### src/hw/rtl/hsvc_pkg.sv
// Shared constants, types and helper functions of the HSV to RGB converter.
package hsvc_pkg;

  // Fixed-point format of saturation, brightness and the color components.
  localparam int FRAC_BITS = 12;
  localparam int CW        = FRAC_BITS + 1;
  localparam logic [CW-1:0] ONE = CW'(1 << FRAC_BITS);

  // Hue in 1/64 degree: a full turn and one of its six sectors.
  localparam int HUE_W = 15;
  localparam logic [HUE_W-1:0] HUE_FULL   = 15'd23040;
  localparam logic [HUE_W-1:0] HUE_SECTOR = 15'd3840;
  localparam int SEC_REM_W = 12;

  // frac = rem * 4096 / 3840 = (rem * 16) / 15. The division by 15 is a
  // multiplication by ceil(2^20 / 15); the error stays below 1/15 for every
  // remainder inside a sector, so the floor is exact.
  localparam int FRAC_X_W = SEC_REM_W + 4;
  localparam logic [16:0] FRAC_RECIP = 17'd69906;
  localparam int FRAC_RECIP_SHIFT = 20;

  // Configuration registers.
  localparam int CFG_IDX_W  = 1;
  localparam int CFG_DATA_W = 9;
  localparam logic [CFG_IDX_W-1:0] CFG_HUE_SOURCE = 1'd0;
  localparam logic [CFG_IDX_W-1:0] CFG_BIN_COUNT  = 1'd1;
  localparam logic [CFG_DATA_W-1:0] BIN_COUNT_RST = 9'd16;

  // Sector codes, named after the two corners of the color circle they span.
  localparam logic [2:0] SECT_RED_YELLOW    = 3'd0;
  localparam logic [2:0] SECT_YELLOW_GREEN  = 3'd1;
  localparam logic [2:0] SECT_GREEN_CYAN    = 3'd2;
  localparam logic [2:0] SECT_CYAN_BLUE     = 3'd3;
  localparam logic [2:0] SECT_BLUE_MAGENTA  = 3'd4;
  localparam logic [2:0] SECT_MAGENTA_RED   = 3'd5;

  // Pipelined restoring divider geometry.
  localparam int BIN_W      = 16;
  localparam int DIV_REM_W  = 9;
  localparam int DIV_NUM_W  = BIN_W;
  localparam int DIV_STEPS  = 4;
  localparam int DIV_STAGES = DIV_NUM_W / DIV_STEPS;
  localparam int SCALED_W   = DIV_REM_W + HUE_W;

  // Partial remainder and the dividend bits still to go; quotient bits
  // shift into the low end of num as dividend bits leave the top.
  typedef struct packed {
    logic [DIV_REM_W-1:0] rem;
    logic [DIV_NUM_W-1:0] num;
  } div_word_t;

  // Fields that ride along with an item through the dividers.
  typedef struct packed {
    logic [HUE_W-1:0] hue_in;
    logic [CW-1:0]    sat;
    logic [CW-1:0]    bri;
  } side_t;

  // Result of the shading pipeline, before the sector permutation.
  typedef struct packed {
    logic          ok;
    logic [2:0]    sector;
    logic [CW-1:0] v;
    logic [CW-1:0] m;
    logic [CW-1:0] n;
  } shade_t;

  function automatic div_word_t div_chunk(div_word_t w, logic [DIV_REM_W-1:0] d);
    div_word_t           res;
    logic [DIV_REM_W:0]  trial;
    res = w;
    for (int i = 0; i < DIV_STEPS; i++) begin
      trial   = {res.rem, res.num[DIV_NUM_W-1]};
      res.num = {res.num[DIV_NUM_W-2:0], 1'b0};
      if (trial >= {1'b0, d}) begin
        trial      = trial - {1'b0, d};
        res.num[0] = 1'b1;
      end
      res.rem = trial[DIV_REM_W-1:0];
    end
    return res;
  endfunction

  function automatic logic [2:0] sector_of(logic [HUE_W-1:0] hue);
    logic [2:0] sec;
    sec = 3'd0;
    for (int i = 1; i < 6; i++) begin
      if (hue >= HUE_W'(i * int'(HUE_SECTOR))) sec = sec + 3'd1;
    end
    return sec;
  endfunction

  function automatic logic [HUE_W-1:0] sector_base(logic [2:0] sec);
    return HUE_W'(int'(sec) * int'(HUE_SECTOR));
  endfunction

  function automatic logic [CW-1:0] clamp_one(logic [CW-1:0] x);
    return (x > ONE) ? ONE : x;
  endfunction

endpackage

### src/hw/rtl/hsvc_div.sv
// Pipelined restoring divider: 9-bit divisor, four quotient bits per stage.
module hsvc_div (
  input  logic                          clk,
  input  logic                          rst_n,
  input  logic                          adv,
  input  logic                          in_vld,
  input  logic [hsvc_pkg::DIV_REM_W-1:0] in_rem,
  input  logic [hsvc_pkg::DIV_NUM_W-1:0] in_num,
  input  hsvc_pkg::side_t               in_side,
  input  logic [hsvc_pkg::DIV_REM_W-1:0] divisor,
  output logic                          out_vld,
  output logic [hsvc_pkg::DIV_NUM_W-1:0] out_quo,
  output logic [hsvc_pkg::DIV_REM_W-1:0] out_rem,
  output hsvc_pkg::side_t               out_side
);

  localparam int NSTG = hsvc_pkg::DIV_STAGES;

  hsvc_pkg::div_word_t word_in  [NSTG];
  hsvc_pkg::div_word_t word_nxt [NSTG];
  hsvc_pkg::div_word_t word_r   [NSTG];
  hsvc_pkg::side_t     side_in  [NSTG];
  hsvc_pkg::side_t     side_r   [NSTG];
  logic [NSTG-1:0]     vld_in;
  logic [NSTG-1:0]     vld_r;

  for (genvar s = 0; s < NSTG; s++) begin : g_stg
    if (s == 0) begin : g_first
      assign word_in[s] = {in_rem, in_num};
      assign side_in[s] = in_side;
      assign vld_in[s]  = in_vld;
    end else begin : g_next
      assign word_in[s] = word_r[s-1];
      assign side_in[s] = side_r[s-1];
      assign vld_in[s]  = vld_r[s-1];
    end

    assign word_nxt[s] = hsvc_pkg::div_chunk(word_in[s], divisor);

    always_ff @(posedge clk) begin
      if (!rst_n) begin
        vld_r[s] <= 1'b0;
      end else if (adv) begin
        vld_r[s] <= vld_in[s];
      end
    end

    always_ff @(posedge clk) begin
      if (adv) begin
        word_r[s] <= word_nxt[s];
        side_r[s] <= side_in[s];
      end
    end
  end

  assign out_vld  = vld_r[NSTG-1];
  assign out_quo  = word_r[NSTG-1].num;
  assign out_rem  = word_r[NSTG-1].rem;
  assign out_side = side_r[NSTG-1];

endmodule

### src/hw/rtl/hsvc_rgb.sv
// Four-stage shading pipeline: sector split, sector fraction and the three products.
module hsvc_rgb (
  input  logic                      clk,
  input  logic                      rst_n,
  input  logic                      adv,
  input  logic                      in_vld,
  input  logic [hsvc_pkg::HUE_W-1:0] in_hue,
  input  logic [hsvc_pkg::CW-1:0]   in_sat,
  input  logic [hsvc_pkg::CW-1:0]   in_bri,
  output logic                      out_vld,
  output hsvc_pkg::shade_t          out_shade
);

  localparam int CW = hsvc_pkg::CW;
  localparam int FRAC_BITS_W = hsvc_pkg::FRAC_BITS;
  localparam int FRAC_PROD_W = hsvc_pkg::FRAC_X_W + 17;

  // Stage 1: sector and remainder within it, clamped saturation and value.
  logic                            vld1_r, ok1_r;
  logic [2:0]                      sec1_r;
  logic [hsvc_pkg::SEC_REM_W-1:0]  rem1_r;
  logic [CW-1:0]                   s1_r, v1_r;
  logic [2:0]                      sec1_nxt;
  logic [hsvc_pkg::HUE_W-1:0]      rem1_full;

  // Stage 2: position within the sector and the low component.
  logic                            vld2_r, ok2_r;
  logic [2:0]                      sec2_r;
  logic [FRAC_BITS_W-1:0]          frac2_r;
  logic [CW-1:0]                   s2_r, v2_r, m2_r;
  logic [FRAC_PROD_W-1:0]          frac_prod;
  logic [2*CW-1:0]                 m_prod;

  // Stage 3: saturation scaled by the ramp.
  logic                            vld3_r, ok3_r;
  logic [2:0]                      sec3_r;
  logic [CW-1:0]                   t3_r, v3_r, m3_r;
  logic [CW-1:0]                   f3;
  logic [2*CW-1:0]                 t_prod;

  // Stage 4: the middle component.
  logic                            vld4_r;
  hsvc_pkg::shade_t                shade4_r;
  logic [2*CW-1:0]                 n_prod;

  assign sec1_nxt  = hsvc_pkg::sector_of(in_hue);
  assign rem1_full = in_hue - hsvc_pkg::sector_base(sec1_nxt);

  assign frac_prod = FRAC_PROD_W'({rem1_r, 4'b0000}) * FRAC_PROD_W'(hsvc_pkg::FRAC_RECIP);
  assign m_prod    = (2*CW)'(v1_r) * (2*CW)'(hsvc_pkg::ONE - s1_r);

  assign f3     = sec2_r[0] ? {1'b0, frac2_r} : (hsvc_pkg::ONE - {1'b0, frac2_r});
  assign t_prod = (2*CW)'(s2_r) * (2*CW)'(f3);

  assign n_prod = (2*CW)'(v3_r) * (2*CW)'(hsvc_pkg::ONE - t3_r);

  always_ff @(posedge clk) begin
    if (!rst_n) begin
      vld1_r <= 1'b0;
      vld2_r <= 1'b0;
      vld3_r <= 1'b0;
      vld4_r <= 1'b0;
    end else if (adv) begin
      vld1_r <= in_vld;
      vld2_r <= vld1_r;
      vld3_r <= vld2_r;
      vld4_r <= vld3_r;
    end
  end

  always_ff @(posedge clk) begin
    if (adv) begin
      ok1_r  <= in_hue < hsvc_pkg::HUE_FULL;
      sec1_r <= sec1_nxt;
      rem1_r <= rem1_full[hsvc_pkg::SEC_REM_W-1:0];
      s1_r   <= hsvc_pkg::clamp_one(in_sat);
      v1_r   <= hsvc_pkg::clamp_one(in_bri);

      ok2_r   <= ok1_r;
      sec2_r  <= sec1_r;
      frac2_r <= frac_prod[hsvc_pkg::FRAC_RECIP_SHIFT+FRAC_BITS_W-1:
                           hsvc_pkg::FRAC_RECIP_SHIFT];
      s2_r    <= s1_r;
      v2_r    <= v1_r;
      m2_r    <= m_prod[FRAC_BITS_W+CW-1:FRAC_BITS_W];

      ok3_r  <= ok2_r;
      sec3_r <= sec2_r;
      t3_r   <= t_prod[FRAC_BITS_W+CW-1:FRAC_BITS_W];
      v3_r   <= v2_r;
      m3_r   <= m2_r;

      shade4_r.ok     <= ok3_r;
      shade4_r.sector <= sec3_r;
      shade4_r.v      <= v3_r;
      shade4_r.m      <= m3_r;
      shade4_r.n      <= n_prod[FRAC_BITS_W+CW-1:FRAC_BITS_W];
    end
  end

  assign out_vld   = vld4_r;
  assign out_shade = shade4_r;

endmodule

### src/hw/rtl/hsv_color_from_hue_or_bin_top.sv
// Top level of the HSV to RGB converter with direct or binned hue.
// The converter takes one beat per clock while the output is not stalled
// and returns one beat per input beat. Each beat passes through two
// 4-stage restoring dividers (bin index modulo bin count, then the scaled bin
// divided by the count), one multiply stage between them, four shading stages
// and the output register. Every beat runs the full pipeline in both hue
// modes. A stall on the output freezes the whole pipeline; in_ready is low
// exactly while a finished beat waits and out_ready is low. Configuration
// writes land at once and must only happen while no beat is in flight. A hue
// at or above 360 degrees gives a beat with color_valid low and all
// components zero.
module hsv_color_from_hue_or_bin_top (
  input  logic                           clk,
  input  logic                           rst_n,
  input  logic                           in_valid,
  output logic                           in_ready,
  input  logic [14:0]                    in_hue_in,
  input  logic [15:0]                    in_bin_index,
  input  logic [12:0]                    in_saturation,
  input  logic [12:0]                    in_brightness,
  output logic                           out_valid,
  input  logic                           out_ready,
  output logic [12:0]                    out_red,
  output logic [12:0]                    out_green,
  output logic [12:0]                    out_blue,
  output logic                           out_color_valid,
  input  logic                           cfg_we,
  input  logic [hsvc_pkg::CFG_IDX_W-1:0]  cfg_idx,
  input  logic [hsvc_pkg::CFG_DATA_W-1:0] cfg_wdata
);

  localparam int CW = hsvc_pkg::CW;

  // Configuration registers.
  logic                            hue_src_r;
  logic [hsvc_pkg::CFG_DATA_W-1:0] bin_cnt_r;
  logic [hsvc_pkg::DIV_REM_W-1:0]  divisor;

  // The whole pipeline moves together whenever the output can move.
  logic adv;

  // Bin index modulo the bin count.
  hsvc_pkg::side_t                 side_in;
  logic                            d1_vld;
  logic [hsvc_pkg::DIV_REM_W-1:0]  d1_rem;
  hsvc_pkg::side_t                 d1_side;

  // Bin scaled to a full turn.
  logic                            sc_vld_r;
  logic [hsvc_pkg::SCALED_W-1:0]   sc_num_r;
  hsvc_pkg::side_t                 sc_side_r;

  // Scaled bin divided by the count gives the derived hue.
  logic                            d2_vld;
  logic [hsvc_pkg::DIV_NUM_W-1:0]  d2_quo;
  hsvc_pkg::side_t                 d2_side;
  logic [hsvc_pkg::HUE_W-1:0]      hue_sel;

  // Shading pipeline and output register.
  logic                            sh_vld;
  hsvc_pkg::shade_t                shade;
  logic                            out_valid_r;
  logic [CW-1:0]                   red_r, green_r, blue_r;
  logic                            color_valid_r;
  logic [CW-1:0]                   red_nxt, green_nxt, blue_nxt;

  always_ff @(posedge clk) begin
    if (!rst_n) begin
      hue_src_r <= 1'b0;
      bin_cnt_r <= hsvc_pkg::BIN_COUNT_RST;
    end else if (cfg_we) begin
      case (cfg_idx)
        hsvc_pkg::CFG_HUE_SOURCE: hue_src_r <= cfg_wdata[0];
        hsvc_pkg::CFG_BIN_COUNT:  bin_cnt_r <= cfg_wdata;
        default: ;
      endcase
    end
  end

  // A bin count of zero behaves as a count of one.
  assign divisor = (bin_cnt_r == '0) ? hsvc_pkg::DIV_REM_W'(1) : bin_cnt_r;

  assign adv      = !out_valid_r || out_ready;
  assign in_ready = adv;

  assign side_in = {in_hue_in, in_saturation, in_brightness};

  hsvc_div u_mod (
    .clk      (clk),
    .rst_n    (rst_n),
    .adv      (adv),
    .in_vld   (in_valid),
    .in_rem   ('0),
    .in_num   (in_bin_index),
    .in_side  (side_in),
    .divisor  (divisor),
    .out_vld  (d1_vld),
    .out_quo  (),
    .out_rem  (d1_rem),
    .out_side (d1_side)
  );

  // The remainder is below the count, so the product is below count * 2^15
  // and its top bits already form a valid starting remainder for the second
  // divider.
  always_ff @(posedge clk) begin
    if (!rst_n) begin
      sc_vld_r <= 1'b0;
    end else if (adv) begin
      sc_vld_r <= d1_vld;
    end
  end

  always_ff @(posedge clk) begin
    if (adv) begin
      sc_num_r  <= hsvc_pkg::SCALED_W'(d1_rem) * hsvc_pkg::SCALED_W'(hsvc_pkg::HUE_FULL);
      sc_side_r <= d1_side;
    end
  end

  hsvc_div u_scale (
    .clk      (clk),
    .rst_n    (rst_n),
    .adv      (adv),
    .in_vld   (sc_vld_r),
    .in_rem   ({1'b0, sc_num_r[hsvc_pkg::SCALED_W-1:hsvc_pkg::DIV_NUM_W]}),
    .in_num   (sc_num_r[hsvc_pkg::DIV_NUM_W-1:0]),
    .in_side  (sc_side_r),
    .divisor  (divisor),
    .out_vld  (d2_vld),
    .out_quo  (d2_quo),
    .out_rem  (),
    .out_side (d2_side)
  );

  assign hue_sel = hue_src_r ? d2_quo[hsvc_pkg::HUE_W-1:0] : d2_side.hue_in;

  hsvc_rgb u_rgb (
    .clk       (clk),
    .rst_n     (rst_n),
    .adv       (adv),
    .in_vld    (d2_vld),
    .in_hue    (hue_sel),
    .in_sat    (d2_side.sat),
    .in_bri    (d2_side.bri),
    .out_vld   (sh_vld),
    .out_shade (shade)
  );

  // Place the full, low and middle components according to the sector.
  always_comb begin
    case (shade.sector)
      hsvc_pkg::SECT_RED_YELLOW: begin
        red_nxt = shade.v; green_nxt = shade.n; blue_nxt = shade.m;
      end
      hsvc_pkg::SECT_YELLOW_GREEN: begin
        red_nxt = shade.n; green_nxt = shade.v; blue_nxt = shade.m;
      end
      hsvc_pkg::SECT_GREEN_CYAN: begin
        red_nxt = shade.m; green_nxt = shade.v; blue_nxt = shade.n;
      end
      hsvc_pkg::SECT_CYAN_BLUE: begin
        red_nxt = shade.m; green_nxt = shade.n; blue_nxt = shade.v;
      end
      hsvc_pkg::SECT_BLUE_MAGENTA: begin
        red_nxt = shade.n; green_nxt = shade.m; blue_nxt = shade.v;
      end
      default: begin
        red_nxt = shade.v; green_nxt = shade.m; blue_nxt = shade.n;
      end
    endcase
    if (!shade.ok) begin
      red_nxt   = '0;
      green_nxt = '0;
      blue_nxt  = '0;
    end
  end

  always_ff @(posedge clk) begin
    if (!rst_n) begin
      out_valid_r <= 1'b0;
    end else if (adv) begin
      out_valid_r <= sh_vld;
    end
  end

  always_ff @(posedge clk) begin
    if (adv) begin
      red_r         <= red_nxt;
      green_r       <= green_nxt;
      blue_r        <= blue_nxt;
      color_valid_r <= shade.ok;
    end
  end

  assign out_valid       = out_valid_r;
  assign out_red         = red_r;
  assign out_green       = green_r;
  assign out_blue        = blue_r;
  assign out_color_valid = color_valid_r;

  // The modulo stage always leaves a remainder below the effective count.
  a_mod_below_count: assert property (@(posedge clk) disable iff (!rst_n)
    d1_vld |-> d1_rem < divisor)
    else $error("bin remainder not below bin count");

  // A hue derived from a bin always lies inside the color circle.
  a_bin_hue_in_range: assert property (@(posedge clk) disable iff (!rst_n)
    d2_vld && hue_src_r |-> d2_quo < hsvc_pkg::DIV_NUM_W'(hsvc_pkg::HUE_FULL))
    else $error("derived hue outside the color circle");

  // A beat without a color carries zero components.
  a_no_color_zero: assert property (@(posedge clk) disable iff (!rst_n)
    out_valid_r && !color_valid_r |-> red_r == '0 && green_r == '0 && blue_r == '0)
    else $error("components not zero for an invalid hue");

  // Components never exceed one.
  a_comp_bounded: assert property (@(posedge clk) disable iff (!rst_n)
    out_valid_r |-> red_r <= hsvc_pkg::ONE && green_r <= hsvc_pkg::ONE &&
                    blue_r <= hsvc_pkg::ONE)
    else $error("color component above one");

endmodule

### config.mk
export PLATFORM = sky130hd
export DESIGN_NAME = hsv_color_from_hue_or_bin_top
export DESIGN_NICKNAME = d
export VERILOG_FILES = /design/src/hw/rtl/hsvc_pkg.sv /design/src/hw/rtl/hsvc_div.sv /design/src/hw/rtl/hsvc_rgb.sv /design/src/hw/rtl/hsv_color_from_hue_or_bin_top.sv
export SDC_FILE = /design/constraint.sdc
export NUM_CORES = 2
export LEC_CHECK = 0
export ABC_AREA = 1
export ABC_CLOCK_PERIOD_IN_PS = 31400
export BUFFER_PORTS_ARGS = -buffer_cell sky130_fd_sc_hd__buf_2
export CAP_MARGIN = 0
export CORE_UTILIZATION = 57
export CTS_BUF_LIST = sky130_fd_sc_hd__clkbuf_2 sky130_fd_sc_hd__clkbuf_4 sky130_fd_sc_hd__clkbuf_8
export CTS_CLUSTER_DIAMETER = 120
export CTS_CLUSTER_SIZE = 12
export DETAILED_ROUTE_END_ITERATION = 6
export GPL_TIMING_DRIVEN = 0
export HOLD_SLACK_MARGIN = 0.1
export PLACE_DENSITY = 0.73
export SKIP_CTS_REPAIR_TIMING = 1
export SYNTH_ARGS = -nofsm -noshare
export SYNTH_HDL_FRONTEND = slang
export SYNTH_SLANG_ARGS = --single-unit
### constraint.sdc
create_clock -name clk -period 31.4 [get_ports clk]
set_clock_uncertainty 0.15 [all_clocks]
set_input_delay 3.14 -clock clk [delete_from_list [all_inputs] [get_ports clk]]
set_output_delay 3.14 -clock clk [all_outputs]
set_load 0.01 [all_outputs]
==> run summary <==
======================================================================================
Ranking of synthesized cells by area .................................... sky130_fd_sc_hd__edfxtp_1, sky130_fd_sc_hd__fa_1, sky130_fd_sc_hd__ha_1, sky130_fd_sc_hd__nand2_1, sky130_fd_sc_hd__inv_1
Critical path launch point type .........................................    flip-flop
Total standard cell area after synthesis ................................    58900 um2
Library cell used as clock root buffer .................................. sky130_fd_sc_hd__clkbuf_8
Initial DRC Count .......................................................         3168
Total clock sinks .......................................................          757
Number of distinct standard cells referenced by the synthesized netlist .           58
Die boundary height .....................................................       323 um
Placeable Area ..........................................................   102000 um2
Mapped Cells ............................................................         6115
EDFF count, synth .......................................................          733
Routed vias .............................................................        41.3k
Required arrival time at the worst endpoint .............................     31.81 ns
Cell seen most often among critical-path stages ......................... sky130_fd_sc_hd__nand2_1
Via count of the first global-routing pass ..............................        41.3k
Post-synthesis sequential element count .................................          757
Inserted Clock Buffers ..................................................           73
Max Buffers Root-to-Sink ................................................            3
Least-Margin Pin Slew ...................................................      1.12 ns
Total nets after synthesis ..............................................         7191
Max FO, Critical Path ...................................................           51
DP Wirelength ...........................................................     93200 um
Number of core rows .....................................................          117
Pin count of the biggest net entering global routing ....................           71
Wire length of the first global-routing pass ............................    202000 um
Number of nets in the final layout ......................................         7397
Post-route fraction of the period consumed by the critical path .........        35.5%
Final setup vio count ...................................................            0
Via count normalized by instance count ..................................         5.35
Highest attainable clock frequency ......................................     89.6 MHz
Fraction of the yosys area taken by sequential cells ....................        38.2%
Layout filler cell count ................................................         8473
Max-capacitance violation count .........................................            0
Critical path's slowest cell ............................................ sky130_fd_sc_hd__buf_2
Die Footprint ...........................................................   105000 um2
Placed standard-cell area ...............................................    61600 um2
Post-DR wirelength/cell .................................................      15.8 um
Worst hold path type .................................................... flip-flop to flip-flop
Number of buffers added on ports ........................................          113
Area growth syn-to-layout ...............................................        6.75%
Post-synth ARST share ...................................................           0%
RD Place Congestion .....................................................        0.913
TritonCTS clock tree ....................................................         done
Count of nets left with antenna violations after detail routing .........            0
Cell taking the most area after synthesis ............................... sky130_fd_sc_hd__edfxtp_1
Avg Inst Size Synth .....................................................     9.63 um2
CP arrival ..............................................................     11.57 ns
Summed area of non-filler cells in the final layout .....................    62900 um2
Number of I/O pins ......................................................          114
Antenna violations before repair ........................................            1
Outcome ................................................................. complete, no violations
Total overflow reported by the global router ............................            0
Critical Path Max Stage Delay ...........................................      0.92 ns
Initial cell density of the core ........................................        57.7%
Unrepaired setup endpoints after global routing .........................        false
Clk_lat worst skew ......................................................      0.74 ns
Slew HR .................................................................        25.0%
Worst setup path class .................................................. flip-flop to flip-flop
All-Layer GR Usage ......................................................        24.1%
Clock transition at the registers of the reported paths .................      0.10 ns
Final critical-path required period .....................................     11.16 ns
Yosys warning count .....................................................            0
Element type at the critical path end ...................................    flip-flop
Drt drc .................................................................            0
Worst slack on hold paths ...............................................     0.209 ns
# H-tree levels .........................................................            3
Post-synth top area share ...............................................        37.4%
Hold violation total from the final report ..............................            0
Final count of pins violating max slew ..................................            0
Total iterations of the first detailed-routing run ......................            6
Layout cells sized above 1 ..............................................        5.52%
Die Width ...............................................................       323 um
Final routed wirelength across all metal layers .........................    122000 um
Predominant post-synthesis flop cell .................................... sky130_fd_sc_hd__edfxtp_1
======================================================================================
-- metal layers --
| metal | wire length, um | GRT usage (%) |
|---|---|---|
| met2 | 57000 | 40.0 |
| met4 | 3390 | 7.72 |
| met1 | 54400 | 32.9 |
| met3 | 7080 | 3.23 |
| met5 | 0 | 0 |
-- area by class of cell --
class | instances | area [um2] | share of cell area [%]
Antenna cell | 1 | 2.50 | 0.00398
Buffer | 96 | 428 | 0.681
Clock buffer | 83 | 1080 | 1.72
Clock inverter | 10 | 158 | 0.251
Inverter | 1136 | 4270 | 6.79
Multi-Input combinational cell | 4126 | 31700 | 50.4
Sequential cell | 757 | 22500 | 35.8
Tap cell | 1368 | 1710 | 2.72
Timing Repair Buffer | 131 | 1020 | 1.62
-- flip-flops by register name, summed over array words and instances (netlist names), 13 cells and up --
signal / flops
out_red: 13
sc_num_r: 15
u_rgb.v2_r: 13
u_rgb.v3_r: 13
u_mod.word_r: 60
u_rgb.m2_r: 13
u_rgb.out_shade: 43
u_rgb.s2_r: 13
out_green: 13
u_scale.word_r: 66
u_rgb.s1_r: 13
out_blue: 13
u_rgb.t3_r: 13
sc_side_r: 41
u_mod.side_r: 164
u_rgb.m3_r: 13
u_rgb.v1_r: 13
u_scale.side_r: 164
-- synth_stat cells, types with 6 or more instances --
cell,count
sky130_fd_sc_hd__nand2_1,1342
sky130_fd_sc_hd__inv_1,1109
sky130_fd_sc_hd__edfxtp_1,733
sky130_fd_sc_hd__ha_1,510
sky130_fd_sc_hd__fa_1,494
sky130_fd_sc_hd__nor2_1,393
sky130_fd_sc_hd__a21oi_1,261
sky130_fd_sc_hd__o21ai_0,229
sky130_fd_sc_hd__nand3_1,222
sky130_fd_sc_hd__xor2_1,194
sky130_fd_sc_hd__xnor2_1,95
sky130_fd_sc_hd__clkbuf_1,72
sky130_fd_sc_hd__a31oi_1,47
sky130_fd_sc_hd__nand4_1,44
sky130_fd_sc_hd__nor3_1,40
sky130_fd_sc_hd__o21bai_1,28
sky130_fd_sc_hd__dfxtp_1,24
sky130_fd_sc_hd__o21ai_1,24
sky130_fd_sc_hd__a21o_1,18
sky130_fd_sc_hd__clkinv_1,18
sky130_fd_sc_hd__o211ai_1,18
sky130_fd_sc_hd__nand3b_1,16
sky130_fd_sc_hd__nand2_2,15
sky130_fd_sc_hd__or2_2,15
sky130_fd_sc_hd__buf_2,14
sky130_fd_sc_hd__a211oi_1,12
sky130_fd_sc_hd__a221oi_1,12
sky130_fd_sc_hd__nand3_2,12
sky130_fd_sc_hd__inv_2,9
sky130_fd_sc_hd__mux2_2,9
sky130_fd_sc_hd__o221ai_1,8
sky130_fd_sc_hd__nor2_4,7
sky130_fd_sc_hd__o31ai_1,7
sky130_fd_sc_hd__buf_4,6
-- kinds of logic after synthesis --
logic type,Yosys count,share of synthesized area [%]
XOR/XNOR,289,4.30
buffers and inverters,1232,7.96
AND/OR/NAND/NOR,2127,15.0
multiplexers,11,0.206
AO/OA/AOI/OAI,695,6.71
adder cells (fa/ha/maj),1004,27.6
flip-flops,757,38.2
-- cell usage in the layout (no fill, tap or decap), types with 7 or more instances in the layout --
cell                          n
sky130_fd_sc_hd__a31oi_1     47
sky130_fd_sc_hd__o21ai_0    229
sky130_fd_sc_hd__buf_2      127
sky130_fd_sc_hd__o221ai_1     8
sky130_fd_sc_hd__o211ai_1    18
sky130_fd_sc_hd__dfxtp_1     24
sky130_fd_sc_hd__nand2_1   1342
sky130_fd_sc_hd__ha_1       510
sky130_fd_sc_hd__o21ai_1     24
sky130_fd_sc_hd__nor3_1      40
sky130_fd_sc_hd__mux2_2       9
sky130_fd_sc_hd__nor2_4       7
sky130_fd_sc_hd__inv_1     1102
sky130_fd_sc_hd__o21bai_1    28
sky130_fd_sc_hd__nand4_1     44
sky130_fd_sc_hd__o31ai_1      7
sky130_fd_sc_hd__xor2_1     194
sky130_fd_sc_hd__inv_2       15
sky130_fd_sc_hd__nor2_1     393
sky130_fd_sc_hd__a21o_1      18
sky130_fd_sc_hd__clkinv_1    18
sky130_fd_sc_hd__a21oi_1    261
sky130_fd_sc_hd__nand3_1    222
sky130_fd_sc_hd__nand2_2     15
sky130_fd_sc_hd__a221oi_1    12
sky130_fd_sc_hd__edfxtp_1   733
sky130_fd_sc_hd__a211oi_1    12
sky130_fd_sc_hd__clkbuf_4    11
sky130_fd_sc_hd__clkbuf_1    70
sky130_fd_sc_hd__clkbuf_8    73
sky130_fd_sc_hd__nand3b_1    16
sky130_fd_sc_hd__buf_16      12
sky130_fd_sc_hd__or2_2       15
sky130_fd_sc_hd__fa_1       494
sky130_fd_sc_hd__xnor2_1     95
sky130_fd_sc_hd__nand3_2     12
-- through the flow --
step	TNS, ns	instances	utilization (%)	worst slack (ns)
floorplan	0	6115	-	4.81
global placement	-440.50	7596	59.9	-5.24
detailed placement	0	7614	60.4	20.27
CTS	0	7707	61.6	20.23
global route	0	7708	61.6	19.27
finish	0	7708	61.6	20.24
-- worst paths after layout --
| path | from | to | slack (ns) | cells after the start |
|---|---|---|---|---|
| max | bin_cnt_r[1]$_SDFFE_PN0P_ | u_mod.word_r[1][24]$_DFFE_PP_ | 20.24 | 47 |
| min | sc_num_r[9]$_DFFE_PP_ | u_scale.word_r[0][13]$_DFFE_PP_ | 0.21 | 0 |
| max reg2reg | bin_cnt_r[1]$_SDFFE_PN0P_ | u_mod.word_r[1][24]$_DFFE_PP_ | 20.24 | 47 |
| min reg2reg | sc_num_r[9]$_DFFE_PP_ | u_scale.word_r[0][13]$_DFFE_PP_ | 0.21 | 0 |
-- worst max-delay path, delay by kind of cell, from the launching register on --
| family | cells | cell delay, ns |
|---|---|---|
| AOI/OAI and AO/OA | 13 | 3.31 |
| and+or+nand+nor | 22 | 2.75 |
| buffers and inverters | 7 | 2.29 |
| adders and majority gates | 5 | 2.15 |
| DFF | 1 | 0.35 |
Power is left out: the tool's default activity adds up to more than one toggle a clock period on the data nets, which glitch-free logic cannot reach.
